==> src/sv/chsr_pkg.sv <==
// Types and constants shared by the consistent hash server ring
package chsr_pkg;

    localparam logic [31:0] MM_M = 32'h5bd1e995;

    typedef enum logic [1:0] {
        FUNC_CLEAR  = 2'd0,
        FUNC_ADD    = 2'd1,
        FUNC_LOOKUP = 2'd2,
        FUNC_NONE   = 2'd3
    } func_t;

    typedef enum logic [1:0] {
        STATUS_OK    = 2'd0,
        STATUS_FULL  = 2'd1,
        STATUS_EMPTY = 2'd2
    } status_t;

    typedef struct packed {
        logic [1:0]  func;
        logic [3:0]  server_id;
        logic [31:0] server_ip;
        logic [15:0] server_port;
        logic [31:0] key_hash;
    } in_word_t;

    typedef struct packed {
        logic [3:0] chosen_server;
        logic [1:0] status;
    } out_word_t;

    // operations of the shared hash unit
    typedef enum logic [2:0] {
        HOP_LOAD,
        HOP_MUL_K,
        HOP_SHR24_K,
        HOP_MUL_H,
        HOP_XOR_K,
        HOP_FIN13,
        HOP_FIN15,
        HOP_XOR_HALF
    } hop_t;

    typedef struct packed {
        hop_t        op;
        logic [31:0] operand;
    } hash_cmd_t;

    typedef enum logic [4:0] {
        ST_IDLE,
        ST_H_START,
        ST_H_K1,
        ST_H_K2,
        ST_H_K3,
        ST_H_H,
        ST_H_XK,
        ST_H_F13,
        ST_H_F15A,
        ST_H_F15B,
        ST_B_START,
        ST_B_MUL,
        ST_B_F13,
        ST_B_F15A,
        ST_B_F15B,
        ST_SCAN_RD,
        ST_SCAN_CMP,
        ST_SHIFT_RD,
        ST_SHIFT_WR,
        ST_INSERT,
        ST_LK_RD,
        ST_LK_CMP,
        ST_LK_OWN,
        ST_LK_DONE,
        ST_OUT
    } state_t;

endpackage

==> src/sv/chsr_hash_unit.sv <==
// Shared MurmurHash2 step unit: one multiply, xor or shift per cycle while en is high
module chsr_hash_unit
    import chsr_pkg::*;
(
    input  logic        clk,
    input  logic        rst_n,
    input  logic        en,
    input  hash_cmd_t   cmd,
    output logic [31:0] h
);

    logic [31:0] h_reg, h_next;
    logic [31:0] k_reg, k_next;

    always_comb
    begin
        h_next = h_reg;
        k_next = k_reg;
        case (cmd.op)
            HOP_LOAD:     begin h_next = cmd.operand; end
            HOP_MUL_K:    begin k_next = k_reg * MM_M; end
            HOP_SHR24_K:  begin k_next = k_reg ^ (k_reg >> 24); end
            HOP_MUL_H:    begin h_next = h_reg * MM_M; end
            HOP_XOR_K:    begin h_next = h_reg ^ k_reg; end
            HOP_FIN13:    begin h_next = h_reg ^ (h_reg >> 13); end
            HOP_FIN15:    begin h_next = h_reg ^ (h_reg >> 15); end
            HOP_XOR_HALF: begin k_next = cmd.operand; end
            default:      begin h_next = h_reg; end
        endcase
    end

    always_ff @(posedge clk or negedge rst_n)
    begin
        if (!rst_n)
        begin
            h_reg <= '0;
            k_reg <= '0;
        end
        else if (en)
        begin
            h_reg <= h_next;
            k_reg <= k_next;
        end
    end

    assign h = h_reg;

endmodule

==> config.mk <==
export PLATFORM = sky130hd
export DESIGN_NAME = chsr_hash_unit
export DESIGN_NICKNAME = d
export VERILOG_FILES = /design/src/sv/chsr_pkg.sv /design/src/sv/chsr_hash_unit.sv
export SDC_FILE = /design/constraint.sdc
export NUM_CORES = 1
export LEC_CHECK = 0
export BUFFER_PORTS_ARGS = -buffer_cell sky130_fd_sc_hd__buf_2
export CAP_MARGIN = 10
export CORE_MARGIN = 3
export CORE_UTILIZATION = 42
export CTS_BUF_LIST = sky130_fd_sc_hd__clkbuf_8
export DETAILED_ROUTE_END_ITERATION = 8
export PLACE_DENSITY = 0.65
export SLEW_MARGIN = 20
export SYNTH_ARGS = -nofsm -noshare
export SYNTH_HDL_FRONTEND = slang
export SYNTH_SLANG_ARGS = --single-unit
==> constraint.sdc <==
create_clock -name clk -period 7.84 [get_ports clk]
set_input_delay 0.392 -clock clk [delete_from_list [all_inputs] [get_ports clk]]
set_output_delay 0.392 -clock clk [all_outputs]
set_load 0.005 [all_outputs]
* After elaboration in Yosys (flattened, before gate mapping)
Cells that the tools add are included.
** Storage, ports and cells
- Flip-flop bits (word level) :: 64
- Bits of input ports :: 38
- Output and inout bits :: 32
- Word-level logic and storage cells :: 22
** Operators by class
- Multiply operators :: 2
- Equality and inequality tests :: 7
- Multiplexer cells :: 2
- Bitwise gates (word level) :: 4
- Reduce and logical (&&, ||, !) cells :: 5
** Operators by type and width (count)
- $pmux W32 S5 :: 1
- $pmux W32 S3 :: 1
- $mul A32 B31 Y32 const B :: 2
- $xor A32 B17 Y32 :: 1
- $xor A32 B19 Y32 :: 1
- $xor A32 B32 Y32 :: 1
- $xor A32 B8 Y32 :: 1
- $eq A3 B3 Y1 const B :: 4
- $eq A3 B2 Y1 const B :: 2
- $reduce_bool A5 Y1 :: 1
- $reduce_and A2 Y1 :: 2
- $eq A3 B1 Y1 const B :: 1
- $logic_not A3 Y1 :: 1
- $reduce_bool A3 Y1 :: 1

* Logic depth before layout (Yosys ltp)
- Depth after elaboration :: 3
- Mapped depth :: 26
- Gate-level depth less buffers :: 26

* Least setup slack after synthesis
Ideal clock, no wire load.
- Path kind :: register -> register
- Start :: reg h_reg[8] (netlist: h[8])
- End :: reg h_reg[31] (netlist: h[31])
- Setup time :: 0.125 ns
- Arrival :: 6.444 ns
- Slack :: 1.271 ns
- Stages on the path, launching flop included :: 24
- Period minus slack after synthesis :: 6.569 ns
- Cells stage by stage :: dfrtp_1 -> inv_1 -> fa_1 -> inv_1 -> ha_1 -> inv_1 -> fa_1 -> fa_1 -> fa_1 -> inv_1 -> fa_1 -> fa_1 -> inv_1 -> fa_1 -> inv_1 -> ha_1 -> a21o_1 -> a21oi_1 -> o21ai_0 -> a2111oi_4 -> nor3_1 -> a2111oi_2 -> mux2i_1 -> nand2_1
** Between the ends
- Word-level cells in the longest chain between the ends :: 2
** RTL lines
- start: declaration :: RTL line chsr_hash_unit.sv:12 : logic [31:0] h_reg, h_next;
- start signal: assignment :: RTL line chsr_hash_unit.sv:41 : h_reg <= h_next;
- $mul A32 B31 Y32 :: RTL line chsr_hash_unit.sv:23 : HOP_MUL_H: begin h_next = h_reg * MM_M; end
- $pmux W32 S5 :: RTL line chsr_hash_unit.sv:19 : case (cmd.op)
No other way between the ends.
A chain may end at the register's enable or synchronous reset.

* Final worst setup path
- Start :: reg h_reg[12] (netlist: h[12])
- End :: reg h_reg[31] (netlist: h[31])
Same word-level chain as after synthesis.

==> flow_summary.toml <==
[status]
status = "finished clean"

[setup_path]
crit_chain = "inv_1 -> fa_1 -> inv_1 -> ha_1 -> inv_1 -> fa_1 -> inv_1 -> fa_1 -> fa_1 -> fa_1 -> fa_1 -> inv_1 -> fa_1 -> inv_1 -> ha_1 -> or2_2 -> a21oi_1 -> nor3_1 -> a2111oi_2 -> mux2i_1 -> nand2_1"
critPathLaunch = "h[12]"
crit_family = "adder cells"
crit_path_end_kind = "flop"
worst-path-buf-inv = 6
criticalPathCategory = "flop to flop"
r2r-start = "h[12]"
rr_endpoint = "h[31]"
crit_path_end = "h[31]"
worstSetupStartpointType = "flop"
critPathSlowestCell = "dfrtp_1"
cp_common_cell = "fa_1"
r2r_slack_ns = 0.65
cp.depth = 21
critical_path_arrival_ns = 7.46
slowest_delay_ns = 0.92
worstPathRequired_ns = 8.11
reg2regPathDepth = 21
crit_fanout = 12

[timing]
fin_skew_ns = 0.0266
max_clock_freq_ghz = 0.139
slew_headroom_pct = 27.5
fin_crit_sh_pct = 91.7
worst_pin_slew_ns = 1.09
tns_ns = 0
setup_viol = 0
rsz0062_at_grt = "no"
hold_viol_final = 0
drv_slew = 0
min_period_ns = 7.19

[route]
vias = 17100
drt_pass1_iterations = 6
detail_route.wl_per_cell_um = 22.2
route.detailed.drc = 0
routed_wl_um = 69900
drt_iter0_drc = 1580
ant_nets = 0
detail_route.vias_per_cell = 5.44

[layout]
regArea_um2 = 1600
drive_above_1_share_pct = 6.46
num-fill-cells = 5000
largest_register_ff_count = 32
multi_input_area_um2 = 17400
layout_commonest_cell = "inv_1"
layout_common_cells = "inv_1, ha_1, fa_1"
synthToLayoutAreaGrowth_pct = 7.52
fin_nets = 3289
fin_util_pct = 45.8

[floorplanning]
die-area_um2 = 55000
rows = 83
die_h_um = 235
io_pins = 70
core_um2 = 51500
start_util_pct = 42.6
die_w_um = 235

[clock_network]
clkTransAtPathRegs_ns = 0.09
worstSkewPairLatency_ns = 0.40
root_buffer = "clkbuf_8"
cts_hold_buf = 0
cts_resized = 0
cts_setup_buffers = 0
cts_tree = "done"
htree_levels = 3
cts.sink_count = 64
cts.path.max_buffers = 2
cts_buffers = 9

[placement]
gp_congestion = 0.967
numPortBuffers = 69
hpwl_um = 57300

[grt]
grt_usage_pct = 25.8
grt_pass1_vias = 18400
grt.overflow.total = 0
grt_pass1_wl_um = 109000
antenna_found_initial = 3
grt_max_degree = 65

[flow_run]
drv_cap = 0

[yosys]
ys_types = 74
synth-edff-count = 0
ys_warn_count = 0
yosys.area.top_type_share_pct = 33.0
synthFlopType = "dfrtp_1"
synth.area.top_cells = "fa_1, ha_1, inv_1, dfrtp_1, xnor2_1"
synth_seq_cells = 64
netlist_instances = 2365
mappedNetlistArea_um2 = 21900
synth_nets = 3197
synth_top_area_cell = "fa_1"
synth.avg_cell_area_um2 = 9.28
ys_seq_area_share_pct = 7.30
async_reset_ff_share_pct = 100

[min_path]
hold_class = "primary input to asynchronous set/reset pin"
-- synthesized netlist by cell type, types with 5 or more instances --
cell type and n:
inv_1 734, ha_1 432, fa_1 362, o21ai_0 96, xnor2_1 96, a21oi_1 87
nor2_1 83, dfrtp_1 64, nand2_1 51, clkbuf_1 39, xor2_1 36, a221oi_1 33
nor3_1 19, a21o_1 18, nand3_1 16, o221ai_1 16, o211ai_1 13, o21a_1 13
a32oi_1 11, and3_1 11, mux2i_1 11, o21bai_1 9, a211oi_1 8, nor2b_1 8
a22oi_1 6, o22ai_1 6, nand2b_1 5
-- kinds of logic after synthesis --
kind of cell	count (synthesis)	synth area share (%)
buffers and inverters	778	13.3
XOR/XNOR	133	5.37
AO/OA/AOI/OAI	370	11.4
AND/OR/NAND/NOR	214	4.45
adder cells (fa/ha/maj)	794	57.6
multiplexers	12	0.553
flip-flops	64	7.30
-- final cells by class --
type                       instances  area share [%]
antenna                            3          0.0318
clock buffer                      11           0.642
clock inverter                     4          0.0954
inverter                         735            11.7
multi-input combinational       1523            73.9
sequential                        64            6.79
tap                              680            3.61
timing repair buffer             124            3.21
-- per-stage QoR --
step	cell area (um2)	cells	hold slack, ns	worst slack, ns
final	23600	3144	0.265	0.648
after global routing	23600	3141	0.324	0.389
after CTS	23600	3141	0.278	0.619
after detailed placement	23400	3126	0.594	0.661
after global placement	23400	3126	0.551	0.692
after floorplan	21900	2365	0.0964	1.27
-- how the worst min path moves through the flow --
stage,end,cells past startpoint,slack (ns)
after CTS,k_reg[19],2,0.28
after detailed placement,k_reg[7],2,0.59
after global placement,k_reg[7],2,0.55
after floorplan,asynchronous set/reset pin,0,0.1
after global routing,k_reg[10],2,0.32
final,k_reg[10],2,0.27
-- per-layer routing --
layer / global-route usage [%] / vias to the layer above / wire length (um)
li1: - / 7660 / -
met1: 34.1 / 8623 / 28900
met2: 41.9 / 685 / 31900
met3: 6.36 / 134 / 6480
met4: 8.01 / 0 / 2610
met5: 0 / - / 0
Power is left out: the tool's default activity adds up to more than one toggle a clock period on the data nets, which glitch-free logic cannot reach.
